$ cat src/rtl/tlvd_pkg.sv
// ----------------------------------------------------------------------------
// tlvd_pkg
// Shared types for the TLV stream deframer: parse phase, input item and
// result item layouts.
// ----------------------------------------------------------------------------
package tlvd_pkg;

  localparam int BYTE_W = 8;
  localparam int LEN_W  = 16;

  // Where the parser stands within one entry
  typedef enum logic [1:0] {
    PH_TAG,
    PH_LEN_HI,
    PH_LEN_LO,
    PH_VALUE
  } phase_t;

  // One input item
  typedef struct packed {
    logic [BYTE_W-1:0] data_byte;
    logic              end_of_buffer;
  } item_t;

  // One result item
  typedef struct packed {
    logic [BYTE_W-1:0] entry_tag;
    logic [BYTE_W-1:0] value_byte;
    logic              has_byte;
    logic [LEN_W-1:0]  byte_offset;
    logic [LEN_W-1:0]  value_length;
    logic              entry_last;
    logic              buffer_done;
    logic              status;
  } result_t;

endpackage

$ cat src/rtl/tlvd_parser.sv
// ----------------------------------------------------------------------------
// tlvd_parser
// Header/value phase tracking and result formation for one byte per cycle when fire is high.
// ----------------------------------------------------------------------------
module tlvd_parser (
  input  logic             clk,
  input  logic             rst,
  input  logic             fire,
  input  tlvd_pkg::item_t  item,
  output tlvd_pkg::result_t rslt,
  output logic             rslt_hit
);
  import tlvd_pkg::*;

  phase_t             phase, phase_next;
  logic [BYTE_W-1:0]  current_tag, current_tag_next;
  logic [BYTE_W-1:0]  length_high, length_high_next;
  logic [LEN_W-1:0]   declared_length, declared_length_next;
  logic [LEN_W-1:0]   bytes_remaining, bytes_remaining_next;

  logic [LEN_W-1:0]   len_word;
  logic [LEN_W-1:0]   offset;
  logic               is_last;

  // Datapath terms
  assign len_word = {length_high, item.data_byte};
  assign offset   = declared_length - bytes_remaining;
  assign is_last  = (bytes_remaining <= LEN_W'(1));

  // Next state and result
  always_comb begin
    phase_next           = phase;
    current_tag_next     = current_tag;
    length_high_next     = length_high;
    declared_length_next = declared_length;
    bytes_remaining_next = bytes_remaining;
    rslt                 = '0;
    rslt_hit             = 1'b0;

    unique case (phase)
      PH_TAG: begin
        current_tag_next     = item.data_byte;
        declared_length_next = '0;
        phase_next           = PH_LEN_HI;
        if (item.end_of_buffer) begin
          rslt_hit         = 1'b1;
          rslt.entry_tag   = item.data_byte;
          rslt.buffer_done = 1'b1;
          rslt.status      = 1'b1;
        end
      end
      PH_LEN_HI: begin
        length_high_next = item.data_byte;
        phase_next       = PH_LEN_LO;
        if (item.end_of_buffer) begin
          rslt_hit         = 1'b1;
          rslt.entry_tag   = current_tag;
          rslt.buffer_done = 1'b1;
          rslt.status      = 1'b1;
        end
      end
      PH_LEN_LO: begin
        declared_length_next = len_word;
        bytes_remaining_next = len_word;
        if (len_word == '0) begin
          // empty entry: one result without data
          rslt_hit         = 1'b1;
          rslt.entry_tag   = current_tag;
          rslt.entry_last  = 1'b1;
          rslt.buffer_done = item.end_of_buffer;
          phase_next       = PH_TAG;
        end else begin
          phase_next = PH_VALUE;
          if (item.end_of_buffer) begin
            rslt_hit          = 1'b1;
            rslt.entry_tag    = current_tag;
            rslt.value_length = len_word;
            rslt.buffer_done  = 1'b1;
            rslt.status       = 1'b1;
          end
        end
      end
      PH_VALUE: begin
        bytes_remaining_next = bytes_remaining - LEN_W'(1);
        rslt_hit          = 1'b1;
        rslt.entry_tag    = current_tag;
        rslt.value_byte   = item.data_byte;
        rslt.has_byte     = 1'b1;
        rslt.byte_offset  = offset;
        rslt.value_length = declared_length;
        rslt.entry_last   = is_last;
        rslt.buffer_done  = item.end_of_buffer;
        rslt.status       = item.end_of_buffer && !is_last;
        if (is_last) begin
          phase_next = PH_TAG;
        end
      end
      default: begin
        phase_next = PH_TAG;
      end
    endcase

    // buffer end returns everything to the reset state
    if (item.end_of_buffer) begin
      phase_next           = PH_TAG;
      current_tag_next     = '0;
      length_high_next     = '0;
      declared_length_next = '0;
      bytes_remaining_next = '0;
    end
  end

  // State registers, advanced once per processed item
  always_ff @(posedge clk) begin
    if (rst) begin
      phase           <= PH_TAG;
      current_tag     <= '0;
      length_high     <= '0;
      declared_length <= '0;
      bytes_remaining <= '0;
    end else if (fire) begin
      phase           <= phase_next;
      current_tag     <= current_tag_next;
      length_high     <= length_high_next;
      declared_length <= declared_length_next;
      bytes_remaining <= bytes_remaining_next;
    end
  end

endmodule

$ cat src/rtl/tlvd_out_stage.sv
// ----------------------------------------------------------------------------
// tlvd_out_stage
// Result register: holds one result item until the consumer takes it.
// ----------------------------------------------------------------------------
module tlvd_out_stage (
  input  logic              clk,
  input  logic              rst,
  input  logic              load,
  input  logic              hit,
  input  tlvd_pkg::result_t rslt,
  input  logic              stall,
  output logic              can_load,
  output logic              valid,
  output tlvd_pkg::result_t held
);
  import tlvd_pkg::*;

  // Free when empty or being drained this cycle
  assign can_load = !valid || !stall;

  // Valid flag
  always_ff @(posedge clk) begin
    if (rst) begin
      valid <= 1'b0;
    end else if (can_load) begin
      valid <= load && hit;
    end
  end

  // Payload
  always_ff @(posedge clk) begin
    if (can_load && load && hit) begin
      held <= rslt;
    end
  end

endmodule

$ cat src/rtl/tlv_stream_deframer_core.sv
// ----------------------------------------------------------------------------
// tlv_stream_deframer_core
// Splits a byte stream into tag / 16-bit length / value entries and emits
// one result per value byte, per empty entry, or per truncated buffer end.
// ----------------------------------------------------------------------------
//  channel | handshake                 | payload
//  --------+---------------------------+-------------------------------------
//  input   | item_valid / item_stall   | data_byte, end_of_buffer
//  output  | result_valid/result_stall | entry_tag, value_byte, has_byte,
//          |                           | byte_offset, value_length,
//          |                           | entry_last, buffer_done, status
//
//  One byte per cycle sustained while result_stall is low; an accepted byte
//  passes the input register, then the result register, to give its result.
//  Header bytes that give no result still take one pass through the parser.
//  rst is synchronous; it empties both registers and returns to tag phase.
//  A stall on the output backs up through the input register in the same cycle.
// ----------------------------------------------------------------------------
module tlv_stream_deframer_core (
  input  logic        clk,
  input  logic        rst,
  input  logic        item_valid,
  output logic        item_stall,
  input  logic [7:0]  data_byte,
  input  logic        end_of_buffer,
  output logic        result_valid,
  input  logic        result_stall,
  output logic [7:0]  entry_tag,
  output logic [7:0]  value_byte,
  output logic        has_byte,
  output logic [15:0] byte_offset,
  output logic [15:0] value_length,
  output logic        entry_last,
  output logic        buffer_done,
  output logic        status
);
  import tlvd_pkg::*;

  logic    in_valid_r;
  item_t   in_item;
  logic    can_load;
  logic    fire;
  result_t rslt;
  logic    rslt_hit;
  result_t held;

  // Input register
  assign fire       = in_valid_r && can_load;
  assign item_stall = in_valid_r && !can_load;

  always_ff @(posedge clk) begin
    if (rst) begin
      in_valid_r <= 1'b0;
    end else if (!item_stall) begin
      in_valid_r <= item_valid;
    end
  end

  always_ff @(posedge clk) begin
    if (item_valid && !item_stall) begin
      in_item.data_byte     <= data_byte;
      in_item.end_of_buffer <= end_of_buffer;
    end
  end

  // Parser
  tlvd_parser u_parser (
    .clk      (clk),
    .rst      (rst),
    .fire     (fire),
    .item     (in_item),
    .rslt     (rslt),
    .rslt_hit (rslt_hit)
  );

  // Result register
  tlvd_out_stage u_out (
    .clk      (clk),
    .rst      (rst),
    .load     (fire),
    .hit      (rslt_hit),
    .rslt     (rslt),
    .stall    (result_stall),
    .can_load (can_load),
    .valid    (result_valid),
    .held     (held)
  );

  assign entry_tag    = held.entry_tag;
  assign value_byte   = held.value_byte;
  assign has_byte     = held.has_byte;
  assign byte_offset  = held.byte_offset;
  assign value_length = held.value_length;
  assign entry_last   = held.entry_last;
  assign buffer_done  = held.buffer_done;
  assign status       = held.status;

endmodule

$ cat config.mk
export PLATFORM = sky130hd
export DESIGN_NAME = tlv_stream_deframer_core
export DESIGN_NICKNAME = d
export VERILOG_FILES = /design/src/rtl/tlvd_pkg.sv /design/src/rtl/tlvd_parser.sv /design/src/rtl/tlvd_out_stage.sv /design/src/rtl/tlv_stream_deframer_core.sv
export SDC_FILE = /design/constraint.sdc
export NUM_CORES = 1
export LEC_CHECK = 0
export ABC_AREA = 1
export BUFFER_PORTS_ARGS = -buffer_cell sky130_fd_sc_hd__buf_2
export CORE_MARGIN = 2
export CORE_UTILIZATION = 53
export DETAILED_ROUTE_END_ITERATION = 16
export HOLD_SLACK_MARGIN = 0.08
export PLACE_DENSITY = 0.79
export SYNTH_ARGS = -nofsm -noshare
export SYNTH_HDL_FRONTEND = slang
export SYNTH_SLANG_ARGS = --single-unit
$ cat constraint.sdc
create_clock -name clk -period 2.2 [get_ports clk]
set_input_delay 0.22 -clock clk [delete_from_list [all_inputs] [get_ports clk]]
set_output_delay 0.22 -clock clk [all_outputs]
set_load 0.01 [all_outputs]
# After elaboration in Yosys (flattened, before gate mapping)
# Cells that the tools add are included.
[classes]
add_sub_neg = 2
magnitude_cmp = 1
eq_ne = 4
n_mux = 28
reduce_logical = 25
[ops]
columns = ["operator", "n"]
rows = [
  ["$mux W16", 4],
  ["$pmux W16 S2", 2],
  ["$mux W8", 7],
  ["$pmux W17 S2", 1],
  ["$pmux W8 S4", 1],
  ["$mux W17", 1],
  ["$le A16 B1 Y1 const B", 1],
  ["$logic_not A16 Y1", 1],
  ["$sub A16 B1 Y16 const B", 1],
  ["$sub A16 B16 Y16", 1],
  ["$reduce_and A2 Y1", 5],
  ["$mux W2", 4],
  ["$pmux W2 S4", 1],
  ["$logic_and A1 B1 Y1", 7],
  ["$pmux W2 S3", 1],
  ["$reduce_bool A3 Y1", 2],
  ["$logic_not A1 Y1", 5],
  ["$mux W1", 5],
  ["$eq A2 B2 Y1 const B", 2],
  ["$reduce_bool A2 Y1", 2],
  ["$ne A3 B2 Y1 const B", 1],
  ["$pmux W1 S3", 1],
  ["$eq A2 B1 Y1 const B", 1],
  ["$logic_not A2 Y1", 1],
  ["other kinds (2)", 2],
]
[totals]
reg_bits = 113
in_bits = 13
out_inout_bits = 54
elab_cells = 77

# Logic depth before layout (Yosys ltp)
[logic_depth]
depth_word = 6
mapped_depth = 12
depth_no_buf = 12

# Modules after synthesis
# From an unflattened synthesis, not the netlist that was laid out.
[hier_totals]
hier_cells = 709
hier_area_um2 = 5686.7
[by_module_without_submodules]
columns = ["mod", "n_inst", "cells_each", "area_each_um2"]
rows = [
  ["tlvd_parser", 1, 634, 3754.9],
  ["tlvd_out_stage", 1, 57, 1605.3],
  ["tlv_stream_deframer_core", 1, 18, 326.6],
]

# Least setup slack after synthesis
# Ideal clock, no wire load.
[synth_path]
kind = "reg-to-reg"
from = "reg in_item[0] in the netlist's numbering"
to = "reg, netlist name u_out.held[0]"
setup_ns = 0.406
arrival_time_ns = 1.977
required_time_ns = 1.794
slack_ns = -0.183
stages_incl_launch_ff = 5
path_buffers = 2
period_less_slack_ns = 2.383
path_cell_list = "edfxtp_1 buf_4 clkbuf_1 o21ai_0 inv_1"
[synth_between]
elab_chain_len = 4
[synth_lines]
columns = ["element", "line_no", "rtl"]
rows = [
  ["start: declaration", "tlv_stream_deframer_core.sv:40", "item_t in_item;"],
  ["$mux W1 (*)", "tlvd_parser.sv:45, tlvd_parser.sv:55, tlvd_parser.sv:74", ""],
  ["$mux W1", "tlvd_parser.sv:65", "if (len_word == '0) begin"],
  ["$pmux W1 S3 (*)", "tlvd_parser.sv:40", "unique case (phase)"],
  ["$logic_and A1 B1 Y1 (*)", "tlvd_out_stage.sv:32", "if (can_load && load && hit) begin"],
]
# Every way passes the cells marked *; elsewhere a longest branch is shown, timed or not.
# A chain may end at the register's enable or synchronous reset.

# Worst setup path in the final report
[layout_path]
from = "reg u_parser.declared_length[0]"
to = "reg, netlist name u_out.held[33]"
[layout_between]
elab_chain_len = 1
[layout_lines]
columns = ["element", "line_no", "rtl"]
rows = [
  ["start: declaration", "tlvd_parser.sv:18", "logic [LEN_W-1:0] declared_length, declared_length_next;"],
  ["start signal: assignment", "tlvd_parser.sv:125", "declared_length <= declared_length_next;"],
  ["$sub A16 B16 Y16", "tlvd_parser.sv:27", "assign offset = declared_length - bytes_remaining;"],
]
# Every way passes these cells.

==> flow_metrics.py <==
metrics = {
    "yosys": {
        "synth.avg_cell_area_um2": 8.273,
        "yosysTopAreaCell": "edfxtp_1",
        "synth.distinct_cells": 38,
        "synth.area.top_cells": "edfxtp_1 (33%), dfxtp_1 (19%), nand2_1 (9.3%)",
        "syn_nets": 707,
        "synth_cells": 676,
        "synth_top_area_share_pct": 32.75,
        "yosysWarnings": 0,
        "yosysSeqAreaShare_pct": 51.36,
        "syn_area_um2": 5593,
        "synth-seq-cells": 113,
    },
    "sta": {
        "setup_viol": 0,
        "setup_ws_ps": 168.7,
        "worst_pin_slew_ps": 754.4,
        "rsz0062_at_grt": "no",
        "fin_crit_ps": 2031,
        "tns_ps": 0,
        "fmax_mhz": 492.3,
        "hold_viol_final": 0,
        "drv_slew": 0,
        "clock_skew_ps": 9.667,
        "max-slew-margin-rel_pct": 49.65,
        "min_period_over_period_pct": 92.33,
    },
    "floorplan": {
        "core-area_um2": 10280,
        "ioPinCount": 67,
        "die_x_um": 106.7,
        "floorplan.initialDensity_pct": 54.42,
        "dieArea_um2": 11390,
        "die_y_um": 106.7,
        "num_rows": 37,
    },
    "global_route": {
        "grt_overflow": 0,
        "grt_pass1_vias": 4909,
        "grt_usage_pct": 27.23,
        "grt_max_degree": 53,
        "antenna_found_initial": 0,
        "grt_pass1_wl_um": 23780,
    },
    "setup_path": {
        "crit_path_frequent_cell": "nand2_1",
        "slowest_delay_ps": 490,
        "cp.required_ps": 2490,
        "crit_type": "register to register",
        "cp_slowest_cell": "fa_1",
        "cp-start-kind": "register",
        "critPathMaxFanout": 4,
        "arrival_ps": 2320,
        "cp_cell_sequence": "inv_1 -> ha_1 -> fa_1 -> o21ai_1 -> nand2_1 -> nand2_1 -> nand2_1 -> a21oi_1 -> nor2_1",
        "end_kind": "register",
    },
    "clocking": {
        "cts_sinks": 113,
        "max-clock-path-buffers": 2,
        "clkTransAtPathRegs_ps": 60,
        "cts_tree": "yes",
        "h-tree-depth": 4,
        "clk_latency_ps": 540,
        "cts_root_buffer": "clkbuf_8",
        "numCtsBuffers": 17,
    },
    "place": {
        "io_buffers": 66,
        "place_congestion": 0.8895,
        "dp_hpwl_um": 9809,
        "place_ws_ps": 142.6,
        "dpl-instance-area_um2": 6081,
    },
    "final_layout": {
        "nets": 791,
        "area_growth_pct": 21.66,
        "drive_gt1_share_pct": 16.04,
        "stdcell_area_um2": 6804,
        "diodes": 0,
    },
    "pwr": {
        "p_total_mw": 5.787,
        "p_leak_nw": 2.916,
        "pwr_density_cell_nw_per_um2": 850.5,
        "vdd_drop_max_mv": 0.4998,
    },
    "run": {
        "max_cap_viol_count": 0,
    },
    "route": {
        "routed_wl_um": 14490,
        "detail-route-antenna-nets": 0,
        "vias": 5105,
        "drc": 0,
        "drtIter0Drc": 392,
        "post_drt_via_cell_ratio": 5.616,
        "firstDrtPassIters": 6,
        "wl_per_cell_um": 15.94,
    },
    "outcome": {
        "status": "complete, no violations",
    },
    "worst_hold_path": {
        "hp-class": "input pin to register",
    },
}
## metal layers
| layer | wire length [um] | vias to the layer above | GRT usage [%] | share of wire, % |
|---|---|---|---|---|
| li1 | - | 2461 | - | - |
| met3 | 1155 | 47 | 5.653 | 8.0 |
| met1 | 6104 | 2321 | 35.53 | 42 |
| met4 | 469 | 0 | 14.19 | 3.2 |
| met2 | 6756 | 276 | 42.86 | 47 |
| met5 | 0 | - | 0 | 0 |
## what timing repair did
item                       CTS  global route
setup endpoints to repair    0             1
buffers inserted             0             0
hold endpoints to repair    11             0
hold buffers                11             0
gates resized for setup      0             1
## synth_stat cells
library cell,n
nand2_1,138
buf_1,1
a21oi_4,1
a211oi_1,2
a21o_1,1
buf_6,1
nand3_1,41
nor3_1,1
a32o_1,7
nor4_1,1
buf_4,1
o211ai_1,1
inv_4,1
xor2_1,5
o21ai_0,56
dfxtp_1,52
or2_2,1
a21oi_1,77
a31oi_1,1
edfxtp_1,61
buf_2,10
o22ai_1,3
a21oi_2,9
clkbuf_2,1
nor2_2,3
ha_1,17
nand3b_1,1
o21ai_1,4
nand4_1,1
fa_1,1
inv_1,60
and2_1,1
nor3b_1,1
clkinv_1,1
clkbuf_1,9
nand2_2,1
o21a_1,3
nor2_1,100
## cells in the final DEF (no fill, tap or decap), types with 3 or more instances in the layout
master	Yosys	layout
a21oi_1	77	77
nand2_1	138	138
o21ai_0	56	54
nor2_2	3	3
nor2_1	100	100
o22ai_1	3	3
xor2_1	5	5
dlygate4sd3_1	0	11
clkbuf_16	0	19
edfxtp_1	61	61
inv_4	1	3
a21oi_2	9	9
inv_1	60	59
o21ai_1	4	6
ha_1	17	17
dfxtp_1	52	52
o21a_1	3	3
nand3_1	41	41
buf_4	1	10
buf_2	10	66
a32o_1	7	7
## sequential cells by signal, summed over array words and instances (netlist names)
register	flops
u_parser.length_high	8
u_parser.current_tag	8
u_parser.bytes_remaining	16
u_out.valid	1
in_valid_r	1
in_item	9
u_out.held	52
u_parser.declared_length	16
u_parser.phase	2
## layout make-up
| class | instances | area [um2] |
|---|---|---|
| fill | 841 | 3473 |
| sequential | 113 | 2873 |
| multi-input combinational | 478 | 2374 |
| timing repair buffer | 88 | 535.5 |
| clock buffer | 22 | 496.7 |
| inverter | 62 | 239.0 |
| tap | 136 | 170.2 |
| clock inverter | 10 | 116.4 |
## stage by stage
stage                     utilization [%]  cells  hold slack [ps]
after floorplan                         -    676            318.9
after global placement              59.17    866            397.4
after detailed placement            59.17    866            398.1
after CTS                           66.20    909            145.9
after global routing                66.20    909            191.1
final                               66.20    909            160.2
## power breakdown
group | total [mW] | internal [mW] | leakage (nW) | switching, mW
clock network | 2.80 | 1.82 | 0.302 | 0.979
registers | 2.35 | 2.30 | 1.02 | 0.0544
logic | 0.637 | 0.212 | 1.59 | 0.424
total | 5.79 | 4.33 | 2.92 | 1.46
## kinds of logic after synthesis
kind of cell	synth area share (%)
compound gates	16.60
flops	51.36
simple gates	20.90
buf+inv	6.197
xor+xnor	0.7830
fa+ha+maj	4.161
## worst max-delay path: cells and delay by family, from the launching register on
family          cells  cell delay [ps]
fa+ha+maj           2              720
flops               1              300
buf+inv             1               60
simple gates        4              340
compound gates      2              360
## worst paths after layout
| path | from | cells past startpoint | slack (ps) | endpoint |
|---|---|---|---|---|
| setup / recovery | u_parser.declared_length[0]$_SDFFE_PP0P_ | 9 | 170 | u_out.held[33]$_SDFFCE_PN0P_ |
| hold / removal | rst | 2 | 160 | u_parser.phase[1]$_SDFFE_PP0P_ |
| hold reg to reg | u_parser.declared_length[0]$_SDFFE_PP0P_ | 2 | 500 | u_parser.declared_length[0]$_SDFFE_PP0P_ |
| setup reg to reg | u_parser.declared_length[0]$_SDFFE_PP0P_ | 9 | 170 | u_out.held[33]$_SDFFCE_PN0P_ |
No activity file was read; power rests on OpenSTA's default activity.
